### config.mk
export PLATFORM = sky130hd
export DESIGN_NAME = cmwc_fifo
export DESIGN_NICKNAME = d
export VERILOG_FILES = /design/src/sv/cmwc_pkg.sv /design/src/sv/cmwc_fifo.sv
export SDC_FILE = /design/constraint.sdc
export NUM_CORES = 1
export LEC_CHECK = 0
export BUFFER_PORTS_ARGS = -buffer_cell sky130_fd_sc_hd__buf_2
export CAP_MARGIN = 20
export CORE_AREA = 2 2 91 58
export CTS_BUF_LIST = sky130_fd_sc_hd__clkbuf_4
export CTS_CLUSTER_DIAMETER = 60
export DETAILED_ROUTE_END_ITERATION = 6
export DIE_AREA = 0 0 93 60
export PLACE_DENSITY = 0.95
export SLEW_MARGIN = 25
export SYNTH_ARGS = -nofsm -noshare
export SYNTH_HDL_FRONTEND = slang
export SYNTH_SLANG_ARGS = --single-unit
### constraint.sdc
create_clock -name clk_i -period 3.8 [get_ports clk_i]
set_input_delay 0.76 -clock clk_i [delete_from_list [all_inputs] [get_ports clk_i]]
set_output_delay 0.76 -clock clk_i [all_outputs]
set_load 0.01 [all_outputs]
### src/sv/cmwc_pkg.sv
package cmwc_pkg;

  localparam int unsigned LAG_DEPTH_DEF  = 4096;
  localparam int unsigned CMD_FIFO_DEPTH = 2;
  localparam int unsigned RES_FIFO_DEPTH = 2;
  localparam int unsigned DIV_STEPS      = 32;
  localparam int unsigned CARRY_W        = 19;
  localparam int unsigned SEED_DIRECT    = 3;

  localparam logic [31:0]        GOLDEN_STEP     = 32'h9e3779b9;
  localparam logic [CARRY_W-1:0] CARRY_RESET     = 19'd362436;
  localparam logic [14:0]        MULTIPLIER      = 15'd18705;
  localparam logic [31:0]        COMPLEMENT_BASE = 32'hfffffffe;

  typedef enum logic [1:0] {
    OP_RESEED = 2'd0,
    OP_RAW    = 2'd1,
    OP_RANGED = 2'd2,
    OP_NONE   = 2'd3
  } op_e;

  typedef enum logic [1:0] {
    CMD_RESEED = 2'd0,
    CMD_RAW    = 2'd1,
    CMD_RANGED = 2'd2,
    CMD_NOP    = 2'd3
  } cmd_kind_e;

  typedef struct packed {
    cmd_kind_e   kind;
    logic [31:0] seed;
    logic [31:0] low;
    logic [31:0] span;
  } cmd_t;

endpackage

### src/sv/cmwc_fifo.sv
module cmwc_fifo import cmwc_pkg::*; #(
  parameter int unsigned WIDTH = 32,
  parameter int unsigned DEPTH = RES_FIFO_DEPTH
) (
  input  logic             clk_i,
  input  logic             rst_ni,
  input  logic             push_i,
  input  logic [WIDTH-1:0] wdata_i,
  output logic             full_o,
  input  logic             pop_i,
  output logic [WIDTH-1:0] rdata_o,
  output logic             empty_o
);

  localparam int unsigned AW = (DEPTH > 1) ? $clog2(DEPTH) : 1;
  localparam int unsigned CW = $clog2(DEPTH + 1);

  logic [WIDTH-1:0] mem_q [DEPTH];
  logic [AW-1:0]    wptr_q, rptr_q;
  logic [CW-1:0]    cnt_q;
  logic             do_push, do_pop;

  assign full_o  = (cnt_q == CW'(DEPTH));
  assign empty_o = (cnt_q == '0);
  assign do_push = push_i && !full_o;
  assign do_pop  = pop_i && !empty_o;
  assign rdata_o = mem_q[rptr_q];

  always_ff @(posedge clk_i) begin
    if (do_push) begin
      mem_q[wptr_q] <= wdata_i;
    end
  end

  always_ff @(posedge clk_i or negedge rst_ni) begin
    if (!rst_ni) begin
      wptr_q <= '0;
      rptr_q <= '0;
      cnt_q  <= '0;
    end else begin
      if (do_push) begin
        wptr_q <= (wptr_q == AW'(DEPTH - 1)) ? '0 : wptr_q + 1'b1;
      end
      if (do_pop) begin
        rptr_q <= (rptr_q == AW'(DEPTH - 1)) ? '0 : rptr_q + 1'b1;
      end
      if (do_push && !do_pop) begin
        cnt_q <= cnt_q + 1'b1;
      end else if (do_pop && !do_push) begin
        cnt_q <= cnt_q - 1'b1;
      end
    end
  end

endmodule

==> run summary, run 1 <==
- **result of the run** finished, final reports clean
- **Sink Count** 68
- **path type of the worst setup path** reg2out
- **Initial Util** 55.34%
- **routed via count divided by cell count** 4.708
- **number of instances in the placed design** 251
- **die height** 60 um
- **count of vias placed by the detailed router** 1257
- **post-synthesis to final-layout area growth** 18.21%
- **classification of the worst-slack hold path** in2async
- **post-layout instance count excluding filler cells** 267
- **average cell area after synthesis** 22.34 sq um
- **Sequential cell area** 0.002023 sq mm
- **cell count after synthesis** 119
- **Max FO, Critical Path** 33
- **initial antenna violation count** 0
- **remaining design rule violation count** 0
- **hold_buf cts** 0
- **weighted congestion at the end of routability-driven global placement** 0.6803
- **Sum Neg Setup Slack** 0 ns
- **worst ir drop on vdd** 0.3616 mV
- **cells resized by post-CTS repair** 0
- **leakage power** 0.001294 uW
- **Antenna diodes** 0
- **Post-Synthesis Cell Area** 0.002659 sq mm
- **critical path startpoint category** register
- **Area contributors post-synth** sky130_fd_sc_hd__edfxtp_1, sky130_fd_sc_hd__mux2_4, sky130_fd_sc_hd__dfrtp_1, sky130_fd_sc_hd__buf_12, sky130_fd_sc_hd__mux2_2
- **number of routed nets with antenna violations** 0
- **depth of the CTS H-tree** 3
- **CTS Buf Count** 9
- **Overflow after GRT** 0
- **clk_lat worst skew** 0.39 ns
- **number of ports placed on the die boundary** 70
- **RSZ-0062 raised after global routing** no
- **fraction of layout cells with a size suffix above 1** 59.20%
- **max-slew violation total from the final report** 0
- **placeable core region** 0.004805 sq mm
- **number of nets in the finished design** 233
- **wire length of the first global-routing pass** 5947 um
- **final hold slack** 0.1627 ns
- **worst setup timing slack at the placement stage** 1.447 ns
- **HPWL after DPL** 2504 um
- **CP max stage delay** 1.03 ns
- **post-CTS setup buffer count** 0
- **count of max-cap constraint violations** 0
- **number of failing setup endpoints in the final timing report** 0
- **area of the multi-input gates** 565.5 sq um
- **flop and latch count out of synthesis** 68
- **Clk pin slew, worst setup/hold paths** 0.09 ns
- **number of global-route vias before repair** 1253
- **mean routed wirelength per cell** 14.39 um
- **clock skew after layout** 0.007631 ns
- **GR Util All Layers** 15.51%
- **Port Buffers** 69
- **CTS tree** yes
- **Starting DRT DRC Count** 32
- **deepest clock path buffer count** 2
- **proportion of synthesized chip area in sequential cells** 76.05%
- **fraction of the cycle the final worst path needs** 72.32%
- **kind of end point of the critical path** primary output
- **detailed-router iteration count before antenna repair** 3
- **# fillers** 347
- **post-synth top area cell** sky130_fd_sc_hd__edfxtp_1
- **die area** 0.005580 sq mm
- **Crit path required time** 3.04 ns
- **Yosys Warn Count** 0
- **number of core rows** 20
- **Total Wirelength** 3841 um
- **slew of the pin with the lowest slew margin** 0.9972 ns
- **area share of the leading cell type in the synthesized netlist** 72.28%
- **Cell Chain, Critical Path** mux2_2 > buf_2
- **width of the chip** 93 um
- **worst slew margin relative to its limit** 33.52%
- **crit path time final** 2.748 ns
- **number of distinct library cell variants in the gate-level netlist after synthesis** 15
- **total count of hold-check failures in the final report** 0
- **Data arrival, critical path** 1.99 ns
- **power density relative to cell area** 725.9 mW/mm^2
- **Post-Syn Nets** 156
- **f_max** 0.3639 GHz
- **Crit-path slowest cell** sky130_fd_sc_hd__dfrtp_2
- **Worst Slack Setup Final** 1.052 ns
- **largest net degree at the start of global routing** 34
- **clock tree root driver cell** sky130_fd_sc_hd__clkbuf_4
==> layout make-up <==
cell class | count | area share [%]
Tap cell | 66 | 2.627
Sequential cell | 68 | 64.37
Clock inverter | 3 | 0.4379
Inverter | 2 | 0.2389
Clock buffer | 13 | 3.105
Timing Repair Buffer | 70 | 11.23
Multi-Input combinational cell | 45 | 17.99
==> worst max-delay path: cells and delay by family, from the launching register on <==
family   cells  cell delay [ns]
buf+inv      1             0.14
flops        1             1.03
mux          1             0.42
==> final timing paths <==
kind	start	slack, ns	endpoint	depth (start not counted)
max	rptr_q$_DFFE_PN0P_	1.05	rdata_o[14]	2
min	rst_ni	0.16	cnt_q[1]$_DFFE_PN0P_	1
max reg2reg	cnt_q[0]$_DFFE_PN0P_	1.98	mem_q[0][26]$_DFFE_PP_	3
min reg2reg	cnt_q[1]$_DFFE_PN0P_	0.53	cnt_q[1]$_DFFE_PN0P_	1
max in group asynchronous	rst_ni	3.50	rptr_q$_DFFE_PN0P_	1
min in group clk_i	cnt_q[1]$_DFFE_PN0P_	0.53	cnt_q[1]$_DFFE_PN0P_	1
==> report_power, final <==
| group | total, uW | internal, uW | switching (uW) |
|---|---|---|---|
| Sequential | 1170 | 1030 | 146 |
| Clock | 379 | 160 | 219 |
| Combinational | 728 | 419 | 309 |
==> cells in the mapped netlist <==
cell type                   n
sky130_fd_sc_hd__and3_1     1
sky130_fd_sc_hd__buf_12     3
sky130_fd_sc_hd__buf_6      1
sky130_fd_sc_hd__dfrtp_1    4
sky130_fd_sc_hd__edfxtp_1  64
sky130_fd_sc_hd__ha_1       1
sky130_fd_sc_hd__inv_1      2
sky130_fd_sc_hd__mux2_2     3
sky130_fd_sc_hd__mux2_4    29
sky130_fd_sc_hd__nand2_1    1
sky130_fd_sc_hd__nand2b_1   1
sky130_fd_sc_hd__nor2_1     3
sky130_fd_sc_hd__o21ai_1    1
sky130_fd_sc_hd__xnor2_1    3
sky130_fd_sc_hd__xor2_1     2
==> per-stage QoR <==
stage               total power (uW)  util, %  area (sq um)
detailed placement              1935    63.10          3032
global placement                1918    63.10          3032
finish                          2281    65.42          3143
global route                    2417    65.42          3143
floorplan                       1744        -          2659
CTS                             2317    65.42          3143
==> logic make-up (layout without fill, tap and decap cells) <==
kind of cell	Yosys count	in the layout	synth area share, %
AO/OA/AOI/OAI	1	1	0.1881
XOR/XNOR	5	5	1.647
adder cells (fa/ha/maj)	1	1	0.4705
buffers and inverters	6	88	2.965
flip-flops	68	68	76.05
multiplexers	32	32	17.65
AND/OR/NAND/NOR	6	6	1.035
==> layer usage <==
| layer | vias up | GRT usage, % | wire [um] |
|---|---|---|---|
| met2 | 53 | 24.33 | 1756 |
| met1 | 584 | 18.31 | 1726 |
| li1 | 614 | - | - |
| met5 | - | 0 | 0 |
| met4 | 0 | 6.303 | 38 |
| met3 | 6 | 8.323 | 320 |
==> placed cells by master (no fill, tap or decap) <==
| cell type | synthesis | final |
|---|---|---|
| sky130_fd_sc_hd__xnor2_1 | 3 | 3 |
| sky130_fd_sc_hd__inv_1 | 2 | 2 |
| sky130_fd_sc_hd__nor2_4 | 0 | 1 |
| sky130_fd_sc_hd__dfrtp_2 | 0 | 1 |
| sky130_fd_sc_hd__nand2b_1 | 1 | 1 |
| sky130_fd_sc_hd__dfrtp_1 | 4 | 3 |
| sky130_fd_sc_hd__clkbuf_4 | 0 | 13 |
| sky130_fd_sc_hd__mux2_2 | 3 | 3 |
| sky130_fd_sc_hd__o21ai_1 | 1 | 1 |
| sky130_fd_sc_hd__nand2_1 | 1 | 1 |
| sky130_fd_sc_hd__clkinv_2 | 0 | 2 |
| sky130_fd_sc_hd__clkinv_1 | 0 | 1 |
| sky130_fd_sc_hd__buf_2 | 0 | 69 |
| sky130_fd_sc_hd__mux2_4 | 29 | 29 |
| sky130_fd_sc_hd__nor2_1 | 3 | 2 |
| sky130_fd_sc_hd__xor2_1 | 2 | 2 |
| sky130_fd_sc_hd__edfxtp_1 | 64 | 64 |
| sky130_fd_sc_hd__ha_1 | 1 | 1 |
| sky130_fd_sc_hd__buf_4 | 0 | 1 |
| sky130_fd_sc_hd__and3_1 | 1 | 1 |
==> flip-flops by register name (all words and copies together), names as in the netlist <==
name and flops:
mem_q 64, cnt_q 2, rptr_q 1, wptr_q 1
Power figures use the tool's default switching activity.
==> inputs of run 2 (changes only) <==
- CORE_AREA: 2 2 91 58 -> 2 2 94 60
- DIE_AREA: 0 0 93 60 -> 0 0 96 62
- PLACE_DENSITY: 0.95 -> 0.9
- clock period: 3.8 -> 2.8 ns (I/O delays scaled with it)
==> run 2 against run 1 <==
  * Power grew 41%
  * Combinational power grew 52%
  * Register-to-register slack lost 0.99 ns
  * Largest power group unchanged
  * Critical path depth grew 1
==> run summary, run 2 (synthesis gave the netlist of run 1 again) <==
- **Sink Count** 68
- **largest net degree at the start of global routing** 33
- **startpoint of the most critical hold path** wdata_i[8]
- **critical path startpoint category** register
- **RSZ-0062 raised after global routing** no
- **post-synthesis to final-layout area growth** 20.75%
- **Initial Util** 50.85%
- **crit path time final** 2.327 ns
- **CTS tree** yes
- **kind of end point of the critical path** primary output
- **weighted congestion at the end of routability-driven global placement** 0.7330
- **CP max stage delay** 0.66 ns
- **most frequent standard cell in the layout excluding fill and tap cells** sky130_fd_sc_hd__buf_2
- **Port Buffers** 69
- **Crit path required time** 2.24 ns
- **mean routed wirelength per cell** 15.31 um
- **number of routed nets with antenna violations** 0
- **fraction of the cycle the final worst path needs** 83.12%
- **clk_lat worst skew** 0.39 ns
- **Sequential cell area** 0.002023 sq mm
- **# fillers** 389
- **number of core rows** 21
- **Crit-path slowest cell** sky130_fd_sc_hd__dfrtp_2
- **leading cell types in the layout, fill and taps excluded** sky130_fd_sc_hd__buf_2, sky130_fd_sc_hd__edfxtp_1, sky130_fd_sc_hd__mux2_4
- **Starting DRT DRC Count** 78
- **number of global-route vias before repair** 1228
- **routed via count divided by cell count** 4.730
- **largest registers in the final layout** mem_q x64, cnt_q x2
- **wire length of the first global-routing pass** 6051 um
- **total count of hold-check failures in the final report** 0
- **remaining design rule violation count** 0
- **detailed-router iteration count before antenna repair** 4
- **reg2reg start** cnt_q[0]$_DFFE_PN0P_
- **count of max-cap constraint violations** 0
- **width of the chip** 96 um
- **placeable core region** 0.005229 sq mm
- **classification of the worst-slack hold path** in2reg
- **number of failing setup endpoints in the final timing report** 0
- **total power after layout** 3219 uW
- **number of ports placed on the die boundary** 70
- **die area** 0.005952 sq mm
- **Critical path origin** rptr_q$_DFFE_PN0P_
- **clock skew after layout** 0.01117 ns
- **fraction of layout cells with a size suffix above 1** 60.00%
- **number of nets in the finished design** 237
- **largest reg by FF count** mem_q
- **Max FO, Critical Path** 20
- **path type of the worst setup path** reg2out
- **cell class contributing the biggest share of worst-path delay** flip-flops
- **CTS Buf Count** 9
- **deepest clock path buffer count** 2
- **Total Wirelength** 4196 um
- **worst ir drop on vdd** 0.5047 mV
- **total buffers and inverters traversed by the critical path** 2
- **Antenna diodes** 0
- **leakage power** 0.001329 uW
- **initial antenna violation count** 0
- **Cell Chain, Critical Path** buf_12 > mux2_4 > buf_2
- **fraction of the core area covered by cells at the end of the flow** 61.40%
- **power density relative to cell area** 1002 mW/mm^2
- **GR Util All Layers** 15.27%
- **Data arrival, critical path** 1.77 ns
- **slew of the pin with the lowest slew margin** 0.5821 ns
- **die height** 62 um
- **result of the run** finished, final reports clean
- **worst slew margin relative to its limit** 61.10%
- **clock tree root driver cell** sky130_fd_sc_hd__clkbuf_4
- **Sum Neg Setup Slack** 0 ns
- **Overflow after GRT** 0
- **max-slew violation total from the final report** 0
- **HPWL after DPL** 2900 um
- **Clk pin slew, worst setup/hold paths** 0.10 ns
- **number of flip-flops in the largest register** 64
- **depth of the CTS H-tree** 3
- **f_max** 0.4296 GHz
- **count of vias placed by the detailed router** 1296
- **area of the multi-input gates** 565.5 sq um
run 2: cell count changes in the layout (fill, tap and decap cells not counted):
cell                            delta
sky130_fd_sc_hd__buf_4             +2
sky130_fd_sc_hd__clkinv_2          +3
sky130_fd_sc_hd__buf_12            +1
sky130_fd_sc_hd__clkbuf_4          -3
sky130_fd_sc_hd__bufinv_16         +1
sky130_fd_sc_hd__dlygate4sd3_1     +1
sky130_fd_sc_hd__clkinv_1          -1
run 2: final timing paths:
check / depth (start not counted) / end / slack, ns
max: 3 / rdata_o[11] / 0.47
min: 1 / mem_q[0][8]$_DFFE_PP_ / 0.36
max reg2reg: 4 / mem_q[0][6]$_DFFE_PP_ / 0.99
min reg2reg: 1 / cnt_q[1]$_DFFE_PN0P_ / 0.56
max in group asynchronous: 2 / rptr_q$_DFFE_PN0P_ / 2.18
min in group asynchronous: 2 / rptr_q$_DFFE_PN0P_ / 0.49
run 2: what timing repair did:
item,in CTS,in global routing
resized for setup,0,0
buffers inserted,0,0
hold buffers,1,0
hold endpoints to repair,4,0
run 2: power breakdown:
group          switching, uW  total, uW  internal (uW)
logic                    518       1110            595
clock network            305        580            275
registers                131       1530           1390
total                    954       3220           2260
run 2: per-layer routing:
layer  vias up  GRT usage [%]  share of wire, %
met1       604          21.21                48
met4         0          4.898               1.1
met2        65          20.93                42
met3         7          7.961               8.5
met5         -              0                 0
li1        620              -                 -
run 2: worst reg2reg max path, cell delays in order (launching register included):
cell and delay [ns]:
sky130_fd_sc_hd__dfrtp_1 0.43, sky130_fd_sc_hd__nand2b_1 0.18, sky130_fd_sc_hd__nand2_1 0.15, sky130_fd_sc_hd__nor2_4 0.49, sky130_fd_sc_hd__buf_4 0.28
run 2: through the flow:
stage | hold WS (ns) | instance area [sq um] | setup WS [ns] | std cells
after floorplan | 0.2644 | 2659 | 0.3753 | 119
after global placement | 0.3726 | 3070 | 0.9056 | 257
after detailed placement | 0.3709 | 3070 | 0.8942 | 257
after CTS | 0.3221 | 3211 | 0.4392 | 274
after global routing | 0.3010 | 3211 | 0.3622 | 274
final | 0.3568 | 3211 | 0.4725 | 274
run 2: cell type report:
class | count | area share (%)
timing repair buffer | 74 | 12.39
clock inverter | 6 | 1.715
inverter | 2 | 0.2338
sequential | 68 | 63.02
multi-input combinational | 45 | 17.61
clock buffer | 10 | 2.338
tap | 69 | 2.689
