## config.mk

```make
export PLATFORM = sky130hd
export DESIGN_NAME = cmwc_front
export DESIGN_NICKNAME = d
export VERILOG_FILES = /design/src/sv/cmwc_pkg.sv /design/src/sv/cmwc_front.sv
export SDC_FILE = /design/constraint.sdc
export NUM_CORES = 1
export LEC_CHECK = 0
export ABC_AREA = 1
export BUFFER_PORTS_ARGS = -buffer_cell sky130_fd_sc_hd__buf_2
export CAP_MARGIN = 20
export CORE_ASPECT_RATIO = 1.25
export CORE_UTILIZATION = 50
export DETAILED_ROUTE_END_ITERATION = 8
export HOLD_SLACK_MARGIN = 0.06
export PLACE_DENSITY = 0.84
export SYNTH_ARGS = -nofsm -noshare
export SYNTH_HDL_FRONTEND = slang
export SYNTH_SLANG_ARGS = --single-unit
```

## constraint.sdc

```tcl
create_clock -name clk_i -period 6.9 [get_ports clk_i]
set_clock_uncertainty 0.1 [all_clocks]
set_input_delay 0.69 -clock clk_i [delete_from_list [all_inputs] [get_ports clk_i]]
set_output_delay 0.69 -clock clk_i [all_outputs]
set_load 0.02 [all_outputs]
```

## src/sv/cmwc_pkg.sv

```systemverilog
package cmwc_pkg;

  localparam int unsigned LAG_DEPTH_DEF  = 4096;
  localparam int unsigned CMD_FIFO_DEPTH = 2;
  localparam int unsigned RES_FIFO_DEPTH = 2;
  localparam int unsigned DIV_STEPS      = 32;
  localparam int unsigned CARRY_W        = 19;
  localparam int unsigned SEED_DIRECT    = 3;

  localparam logic [31:0]        GOLDEN_STEP     = 32'h9e3779b9;
  localparam logic [CARRY_W-1:0] CARRY_RESET     = 19'd362436;
  localparam logic [14:0]        MULTIPLIER      = 15'd18705;
  localparam logic [31:0]        COMPLEMENT_BASE = 32'hfffffffe;

  typedef enum logic [1:0] {
    OP_RESEED = 2'd0,
    OP_RAW    = 2'd1,
    OP_RANGED = 2'd2,
    OP_NONE   = 2'd3
  } op_e;

  typedef enum logic [1:0] {
    CMD_RESEED = 2'd0,
    CMD_RAW    = 2'd1,
    CMD_RANGED = 2'd2,
    CMD_NOP    = 2'd3
  } cmd_kind_e;

  typedef struct packed {
    cmd_kind_e   kind;
    logic [31:0] seed;
    logic [31:0] low;
    logic [31:0] span;
  } cmd_t;

endpackage

```

## src/sv/cmwc_front.sv

```systemverilog
module cmwc_front import cmwc_pkg::*; (
  input  logic        clk_i,
  input  logic        rst_ni,
  input  logic        push,
  output logic        full,
  input  logic [1:0]  operation_i,
  input  logic [31:0] seed_i,
  input  logic [31:0] low_i,
  input  logic [31:0] high_i,
  output logic        cmd_push_o,
  output cmd_t        cmd_o,
  input  logic        cmd_full_i
);

  logic  valid_q;
  cmd_t  cmd_q, cmd_d;
  logic  accept;
  logic [31:0] span;

  assign full       = valid_q && cmd_full_i;
  assign accept     = push && !full;
  assign cmd_push_o = valid_q;
  assign cmd_o      = cmd_q;
  assign span       = high_i - low_i + 32'd1;

  always_comb begin
    cmd_d.seed = seed_i;
    cmd_d.low  = low_i;
    cmd_d.span = span;
    unique case (op_e'(operation_i))
      OP_RESEED: cmd_d.kind = CMD_RESEED;
      OP_RAW:    cmd_d.kind = CMD_RAW;
      OP_RANGED: cmd_d.kind = (span == '0) ? CMD_RAW : CMD_RANGED;
      default:   cmd_d.kind = CMD_NOP;
    endcase
  end

  always_ff @(posedge clk_i) begin
    if (accept) begin
      cmd_q <= cmd_d;
    end
  end

  always_ff @(posedge clk_i or negedge rst_ni) begin
    if (!rst_ni) begin
      valid_q <= 1'b0;
    end else if (accept) begin
      valid_q <= 1'b1;
    end else if (!cmd_full_i) begin
      valid_q <= 1'b0;
    end
  end

endmodule

```

==> results_dict.tcl, run 1 <==
set metrics [dict create \
    status "completed" \
    synthTopCellsByCount "236 x nand2_1, 154 x inv_1, 98 x edfxtp_1" \
    rsz0062_at_grt "false" \
    insertedDiodeCount 0 \
    portBuffers 201 \
    power_density_mw_per_mm2 227 \
    min_path_cells 1 \
    synthTopCellsByArea "edfxtp_1 48%, nand2_1 14%, ha_1 12%" \
    synth_top_cell_area_share 0.480 \
    worst_slack_ns 3.84 \
    grt_max_degree 71 \
    num_rows 44 \
    drt-initial-drc-count 264 \
    antenna_found_initial 0 \
    seq_area_frac_synth 0.484 \
    ios 202 \
    h-tree-depth 3 \
    synth_simple_gate_area_frac 0.261 \
    cts_buffers 9 \
    path_class "primary input to flop" \
    syn_area_mm2 0.00614 \
    synth_cells 716 \
    core_region_area_mm2 0.0118 \
    hold_class "primary input to flop" \
    arrival_ns 3.07 \
    wl_um 13900 \
    maxCapViolations 0 \
    cts_root_buf "clkbuf_16" \
    r2r_cells 4 \
    grt_usage 0.225 \
    chipWidth_um 101 \
    yosysTopAreaCell "edfxtp_1" \
    yosysWarnings 0 \
    fin_hold_ws_ns 0.414 \
    min_to "cmd_o[64]" \
    tightest_slew_ns 0.854 \
    nFillCells 1034 \
    cts_num_sinks 99 \
    areaGrowthSynthToFinish_pct 25.0 \
    finalCriticalPeriod_ns 3.06 \
    finalSetupViolCount 0 \
    rrSetupSlack_ns 4.39 \
    worst_setup_hold_path_clk_slew_ns 0.07 \
    synth_enable_flop_cells 98 \
    avgSynthCellArea_um2 8.57 \
    clockBufferDepth 2 \
    drc 0 \
    vias 5280 \
    synth-xor-area-share 0.0128 \
    synth.area.mux_share 0 \
    post-cts-setup-buffer-count 0 \
    fin_setup_tns_ns 0 \
    viasPerCell 4.82 \
    slew_headroom 0.429 \
    ys_types 30 \
    nNetsFinal 1094 \
    die_y_um 126 \
    hold_viol_final 0 \
    fmaxAchievable_ghz 0.327 \
    clock_latency_ns 0.35 \
    final-max-slew-violation-count 0 \
    r2r-end "cmd_o[13]" \
    async_flop_share 0.0101 \
    synth_fa_ha_area_frac 0.128 \
    synth_ff_type "edfxtp_1" \
    fin_crit_sh 0.444 \
    synth_nets 880 \
    critPathMaxFanout 4 \
    drive_gt1_frac 0.276 \
    p_leak_nw 4.15 \
    drtAntennaViolNets 0 \
    dieArea_mm2 0.0127 \
    endpoint_kind "flop" \
    gr-total-overflow 0 \
    place.gp.congestion 0.904 \
    synth_top_family_by_area "simple AND/OR/NAND/NOR gates" \
    dpl.hpwl_um 11300 \
    reg2reg_from "cmd_push_o" \
    dp_slack_ns 3.50 \
    start_kind "primary input" \
    grt_pass1_vias 4978 \
    worst_ir_drop_vdd_mv 0.118 \
    startpoint "high_i[1]" \
    dp.cells 1079 \
    wl_per_cell_um 12.7 \
    grt_pass1_wl_um 22300 \
    crit_required_ns 6.90 \
    start_util 0.521 \
    synth_compound_area_frac 0.0169 \
    dr.pass1.iters 7 \
    fin_cells 1096 \
    min_from "seed_i[0]" \
    yosysMostFrequentCell "nand2_1" \
    cts_tree "built" \
    synth_seq_cells 99 \
]
## state kept, by name, indices dropped and copies added, names as in the netlist
signal / cells
cmd_o: 98
cmd_push_o: 1
## report_power, final
| part | leakage (nW) | internal, W | switching (W) |
|---|---|---|---|
| Combinational | 3.06 | 0.000161 | 0.000317 |
| Sequential | 0.945 | 0.000725 | 0.0000111 |
| Clock | 0.146 | 0.000287 | 0.000241 |
| Total | 4.15 | 0.00117 | 0.000569 |
## cell type report
| class | instances | area [um2] | share of cell area |
|---|---|---|---|
| tap | 161 | 201 | 0.0263 |
| timing repair buffer | 203 | 1020 | 0.133 |
| clock buffer | 10 | 229 | 0.0298 |
| clock inverter | 6 | 73.8 | 0.00962 |
| multi-input combinational | 457 | 2570 | 0.336 |
| inverter | 160 | 601 | 0.0783 |
| sequential | 99 | 2970 | 0.387 |
## placed cells by master (no fill, tap or decap), drive strengths merged, types with 10 or more instances in the layout
| cell type | synthesis | routed |
|---|---|---|
| nand2 | 252 | 252 |
| buf | 0 | 202 |
| inv | 160 | 162 |
| edfxtp | 98 | 98 |
| ha | 61 | 61 |
| nor2 | 51 | 51 |
| nand3 | 37 | 37 |
| a21oi | 16 | 16 |
| nand4 | 13 | 13 |
| clkbuf | 0 | 10 |
## what timing repair did
action	CTS	global route
endpoints found under the hold margin	1	0
resized for setup	0	0
hold buffers	1	0
## worst max-delay path by stage
stage               slack [ns]  cells past startpoint         to
finish                    3.84                     20  cmd_o[97]
global route              3.55                     20  cmd_o[97]
CTS                       3.84                     20  cmd_o[97]
detailed placement        3.50                     20  cmd_o[97]
global placement          3.58                     19  cmd_o[97]
floorplan                 1.27                      3   cmd_o[0]
## metrics by stage
stage          cell area, um2  power, W   util
3_5_place_dp             7360   0.00122  0.625
6_report                 7670   0.00174  0.651
3_3_place_gp             7360   0.00122  0.625
5_1_grt                  7670   0.00182  0.651
2_1_floorplan            6140   0.00108      -
4_1_cts                  7670   0.00174  0.651
## kinds of logic (layout without fill, tap and decap cells)
logic type                 count (synthesis)  in the layout
AOI/OAI and AO/OA                         19             19
xor gates and xnor gates                   9              9
adders and majority gates                 62             62
buffers and inverters                    160            379
DFF                                       99             99
and+or+nand+nor                          367            367
## metal layers
metal	track usage	wire [um]	up-vias
li1	-	-	2694
met1	0.270	5690	2376
met2	0.403	7030	189
met3	0.0372	920	21
met4	0.0750	253	0
met5	0	0	-
## worst max-delay path, cell delays in order
cell and delay [ns]:
buf_2 0.08, inv_1 0.04, ha_1 0.26, inv_1 0.04, ha_1 0.25, fa_1 0.46
nand3_1 0.11, nand2_1 0.09, nand3_1 0.13, nand3_2 0.13, nand2_1 0.12, nand2_1 0.06
nand2_1 0.07, nand2_2 0.05, nor2_1 0.12, nand2_1 0.06, nor2_1 0.11, nand3_1 0.09
nand2_1 0.06, nand2_1 0.04
(Power assumes the default switching activity.)
==> run 2: changes to the inputs <==
--- a/config.mk
+++ b/config.mk
@@ -9,10 +9,10 @@
 export BUFFER_PORTS_ARGS = -buffer_cell sky130_fd_sc_hd__buf_2
 export CAP_MARGIN = 20
 export CORE_ASPECT_RATIO = 1.25
-export CORE_UTILIZATION = 50
+export CORE_UTILIZATION = 47
 export DETAILED_ROUTE_END_ITERATION = 8
 export HOLD_SLACK_MARGIN = 0.06
-export PLACE_DENSITY = 0.84
+export PLACE_DENSITY = 0.83
 export SYNTH_ARGS = -nofsm -noshare
 export SYNTH_HDL_FRONTEND = slang
 export SYNTH_SLANG_ARGS = --single-unit
==> constraint.sdc (replaced) <==
create_clock -name clk_i -period 2.8 [get_ports clk_i]
set_clock_uncertainty 0.1 [all_clocks]
set_input_delay 0.28 -clock clk_i [delete_from_list [all_inputs] [get_ports clk_i]]
set_output_delay 0.28 -clock clk_i [all_outputs]
set_load 0.02 [all_outputs]
==> results_dict.tcl, run 2 (synthesis results as in run 1) <==
set metrics [dict create \
    clock_latency_ns 0.34 \
    wl_um 15200 \
    p_leak_nw 4.58 \
    grt_usage 0.227 \
    tightest_slew_ns 0.497 \
    start_util 0.482 \
    antenna_found_initial 0 \
    grt_pass1_wl_um 24300 \
    min_path_cells 3 \
    cts_num_sinks 99 \
    rrSetupSlack_ns 1.25 \
    viasPerCell 4.66 \
    start_kind "primary input" \
    endpoint_kind "flop" \
    dr.pass1.iters 5 \
    cts_buffers 9 \
    critPathMaxFanout 3 \
    ios 202 \
    cp_slowest_cell "dlygate4sd3_1" \
    min_from "cmd_full_i" \
    worst_ir_drop_vdd_mv 0.278 \
    crit_top_cell "nand2_1" \
    critPathMaxStageDelay_ns 0.52 \
    grt_max_degree 99 \
    die_y_um 130 \
    p_seq_frac 0.393 \
    cp_top_family "buffers and inverters" \
    dieArea_mm2 0.0135 \
    maxCapViolations 0 \
    crit_buf_inv 4 \
    cp.depth 19 \
    drt-initial-drc-count 306 \
    portBuffers 201 \
    finalCriticalPeriod_ns 2.63 \
    final_common_cell "nand2_1" \
    vias 5555 \
    comb_power_share 0.292 \
    core_region_area_mm2 0.0127 \
    path_class "primary input to flop" \
    nNetsFinal 1184 \
    fin_crit_sh 0.939 \
    fin_hold_ws_ns 0.0756 \
    fmaxAchievable_ghz 0.380 \
    insertedDiodeCount 0 \
    grt_pass1_vias 5475 \
    min_to "cmd_push_o" \
    areaGrowthSynthToFinish_pct 40.1 \
    drc 0 \
    chipWidth_um 104 \
    largest_reg_flops 98 \
    crit_required_ns 2.80 \
    status "completed" \
    final-max-slew-violation-count 0 \
    grtUsageMet1 0.267 \
    finalSetupViolCount 0 \
    reg2reg_from "cmd_push_o" \
    arrival_ns 2.62 \
    path_cells "dlygate4sd3_1, buf_2, inv_1, ha_1, ha_4, nand2_2, a21oi_1, nor2_1, nand2_1, a21oi_2, buf_4, nand3_2, nand2_2, nor2_1, nand2_1, nor2_2, nand3_1, nand2_1, nand2_1" \
    cts_root_buf "clkbuf_16" \
    p_clk_frac 0.315 \
    h-tree-depth 3 \
    grt_use_met3 0.0290 \
    worst_setup_hold_path_clk_slew_ns 0.07 \
    netSwitchingFraction 0.301 \
    wl_per_cell_um 12.8 \
    hold_viol_final 0 \
    drive_gt1_frac 0.282 \
    slew_headroom 0.669 \
    dpl.hpwl_um 11300 \
    drtAntennaViolNets 0 \
    power.internal_w 0.00322 \
    num_rows 46 \
    clockBufferDepth 2 \
    final_cell_mix "235 x nand2_1, 201 x buf_2, 154 x inv_1" \
    power_density_mw_per_mm2 536 \
    r2r-end "cmd_o[49]" \
    place.gp.congestion 0.856 \
    gr-max-usage-layer "met2" \
    r2r_cells 4 \
    worst_slack_ns 0.171 \
    hold_class "primary input to flop" \
    p_sw_w 0.00139 \
    gr-total-overflow 0 \
    nFillCells 1045 \
    grtUsageMet2 0.424 \
    dp_slack_ns -0.0902 \
    cts_tree "built" \
]
-- run 2: changes by cell type in the layout (fill, tap and decap cells not counted), moves of 2 or more --
cell / change
inv_8: -2
inv_6: +2
dlygate4sd3_1: +63
buf_4: +26
bufinv_16: +2
-- run 2: metrics by stage --
step                setup TNS (ns)  total power [W]  cells  cell area, um2  utilization
floorplan                        0          0.00265    716            6140            -
global placement           -0.0153          0.00307   1112            7570        0.596
detailed placement         -0.0985          0.00310   1112            7570        0.596
CTS                              0          0.00463   1192            8570        0.673
global route               -0.0127          0.00484   1193            8600        0.676
finish                           0          0.00461   1193            8600        0.676
-- run 2: per-layer routing --
metal,routed length (um),vias up,part of all wire
li1,-,2866,-
met1,6440,2498,0.42
met2,7850,168,0.52
met3,637,23,0.042
met4,312,0,0.020
met5,0,-,0
-- run 2: worst min-delay path, stage by stage --
cell and delay [ns]:
buf_2 0.08, nand2_1 0.06, nand2_1 0.06
-- run 2: worst max path at each step --
| stage | from | end |
|---|---|---|
| final | low_i[30] | cmd_o[97] |
| after global routing | low_i[30] | cmd_o[97] |
| after CTS | low_i[30] | cmd_o[97] |
| after detailed placement | low_i[1] | cmd_o[97] |
| after global placement | low_i[1] | cmd_o[97] |
| after floorplan | cmd_push_o | cmd_o[0] |
-- run 2: power groups by stage --
| stage | registers, W | logic [W] | clock network, W |
|---|---|---|---|
| 2_1_floorplan | 0.00200 | 0.000653 | 0 |
| 3_3_place_gp | 0.00184 | 0.00123 | 0 |
| 3_5_place_dp | 0.00185 | 0.00125 | 0 |
| 4_1_cts | 0.00181 | 0.00133 | 0.00149 |
| 5_1_grt | 0.00182 | 0.00149 | 0.00152 |
| 6_report | 0.00181 | 0.00134 | 0.00145 |
-- run 2: what timing repair did --
action                                 in CTS  in global routing
gates resized for setup                     0                  4
setup endpoints to repair                   0                  2
setup buffers                               0                  1
endpoints found under the hold margin      64                  0
hold buffers                               64                  0
-- run 2: final cells by class --
type                    instances  area, um2  area share
multi-input cells             457       2600       0.302
flip-flops and latches         99       2970       0.345
inverters                     160        601      0.0699
well taps                     168        210      0.0245
clock inverters                 5        108      0.0125
clock buffers                  11        243      0.0282
repair buffers                293       1870       0.217
==> run 3: changes to the inputs <==
--- a/config.mk
+++ b/config.mk
@@ -12,7 +12,7 @@
 export CORE_UTILIZATION = 47
 export DETAILED_ROUTE_END_ITERATION = 8
 export HOLD_SLACK_MARGIN = 0.06
-export PLACE_DENSITY = 0.83
+export PLACE_DENSITY_LB_ADDON = 0.12
 export SYNTH_ARGS = -nofsm -noshare
 export SYNTH_HDL_FRONTEND = slang
 export SYNTH_SLANG_ARGS = --single-unit
==> constraint.sdc (replaced) <==
create_clock -name clk_i -period 2.4 [get_ports clk_i]
set_clock_uncertainty 0.1 [all_clocks]
set_input_delay 0.24 -clock clk_i [delete_from_list [all_inputs] [get_ports clk_i]]
set_output_delay 0.24 -clock clk_i [all_outputs]
set_load 0.02 [all_outputs]
==> results_dict.tcl, run 3 (synthesis results as in run 1) <==
set metrics [dict create \
    status "complete, but fails checks" \
    violations "negative setup slack" \
    placed_area_mm2 0.00816 \
    cts_root_buf "clkbuf_16" \
    worst_ir_drop_vdd_mv 0.374 \
    critPathMaxFanout 4 \
    place.gp.congestion 0.917 \
    drc 0 \
    wl_um 18300 \
    worst_slack_ns -0.103 \
    chipWidth_um 104 \
    grt_usage 0.273 \
    arrival_ns 2.51 \
    slew_headroom 0.647 \
    grt_pass1_wl_um 28900 \
    p_leak_nw 4.93 \
    die_y_um 130 \
    crit_buf_inv 3 \
    power_density_mw_per_mm2 585 \
    core_region_area_mm2 0.0127 \
    final_common_cell "nand2_1" \
    critPathMaxStageDelay_ns 0.44 \
    dpl.hpwl_um 13400 \
    fin_setup_tns_ns -0.186 \
    wl_per_cell_um 14.4 \
    dr.pass1.iters 5 \
    nNetsFinal 1260 \
    ios 202 \
    start_util 0.482 \
    path_cells "buf_6, ha_4, inv_4, ha_4, fa_2, nand3_2, nand2_4, buf_6, nand3_4, nand3_4, nand2_4, nand2_2, nand2_2, nand2_2, nor2_4, nand2_2, nor2_4, nand3_2, nand2_2, nand2_1" \
    cts_num_sinks 99 \
    fin_crit_sh 1.04 \
    clockBufferDepth 2 \
    num_rows 46 \
    crit_required_ns 2.40 \
    drt-initial-drc-count 278 \
    gr-total-overflow 0 \
    vias 6014 \
    finalSetupViolCount 2 \
    final-max-slew-violation-count 0 \
    cp_slowest_cell "fa_2" \
    grt_pass1_vias 6020 \
    finalCriticalPeriod_ns 2.50 \
    insertedDiodeCount 0 \
    drtAntennaViolNets 0 \
    portBuffers 201 \
    fin_hold_ws_ns 0.0663 \
    cts_buffers 9 \
    crit_top_cell "nand2_2" \
    maxCapViolations 0 \
    tightest_slew_ns 0.529 \
    final_cell_mix "217 x nand2_1, 199 x buf_2, 151 x inv_1" \
    antenna_found_initial 0 \
    final_util 0.750 \
    dieArea_mm2 0.0135 \
    start_kind "primary input" \
    final_area_mm2 0.00955 \
    worst_setup_hold_path_clk_slew_ns 0.08 \
    clock_latency_ns 0.34 \
    areaGrowthSynthToFinish_pct 55.6 \
    endpoint_kind "flop" \
    drive_gt1_frac 0.391 \
    cp_top_family "simple AND/OR/NAND/NOR gates" \
    path_class "primary input to flop" \
    viasPerCell 4.74 \
    hold_class "primary input to flop" \
    fmaxAchievable_ghz 0.399 \
    hold_viol_final 0 \
    largest_reg_flops 98 \
    grt_max_degree 99 \
    h-tree-depth 3 \
    dp_slack_ns -0.771 \
    rsz0062_at_grt "true" \
    cts_tree "built" \
]
==> run 3: cell type report <==
| class | instances | area (um2) |
|---|---|---|
| clock inverter | 7 | 58.8 |
| timing repair buffer | 369 | 2460 |
| tap | 168 | 210 |
| multi-input combinational | 457 | 3010 |
| sequential | 99 | 2970 |
| inverter | 160 | 608 |
| clock buffer | 9 | 225 |
| fill | 933 | 3170 |
==> run 3: worst paths after layout <==
path                       startpoint         end  slack [ns]  cells after the start
max in group asynchronous      rst_ni  cmd_push_o        1.98                      2
max                          low_i[1]   cmd_o[97]       -0.10                     20
min in group asynchronous      rst_ni  cmd_push_o        0.13                      2
min reg2reg                cmd_push_o   cmd_o[77]        0.91                      4
max reg2reg                cmd_push_o   cmd_o[68]        0.78                      4
min                         low_i[19]   cmd_o[51]        0.07                      2
==> run 3: per-layer routing <==
metal  track usage  vias to the layer above  wire (um)
met3        0.0390                       28        869
met2         0.518                      189       9560
li1              -                     3036          -
met5             0                        -          0
met1         0.320                     2761       7510
met4        0.0840                        0        370
==> run 3: what timing repair did <==
item | CTS | global route
buffers inserted | 4 | 1
hold buffers | 66 | 0
resized for setup | 29 | 45
pin swaps | 15 | 21
endpoints found under the hold margin | 65 | 0
setup endpoints to repair | 2 | 2
cloned | 0 | 0
==> run 3: through the flow <==
| stage | power (W) | std cells |
|---|---|---|
| floorplan | 0.00311 | 716 |
| global placement | 0.00389 | 1182 |
| detailed placement | 0.00392 | 1182 |
| CTS | 0.00551 | 1268 |
| global route | 0.00586 | 1269 |
| finish | 0.00559 | 1269 |
==> run 3: power by group <==
group | internal (W) | switching [W]
clock network | 0.000722 | 0.000711
registers | 0.00209 | 0.0000379
logic | 0.000916 | 0.00112
total | 0.00372 | 0.00186
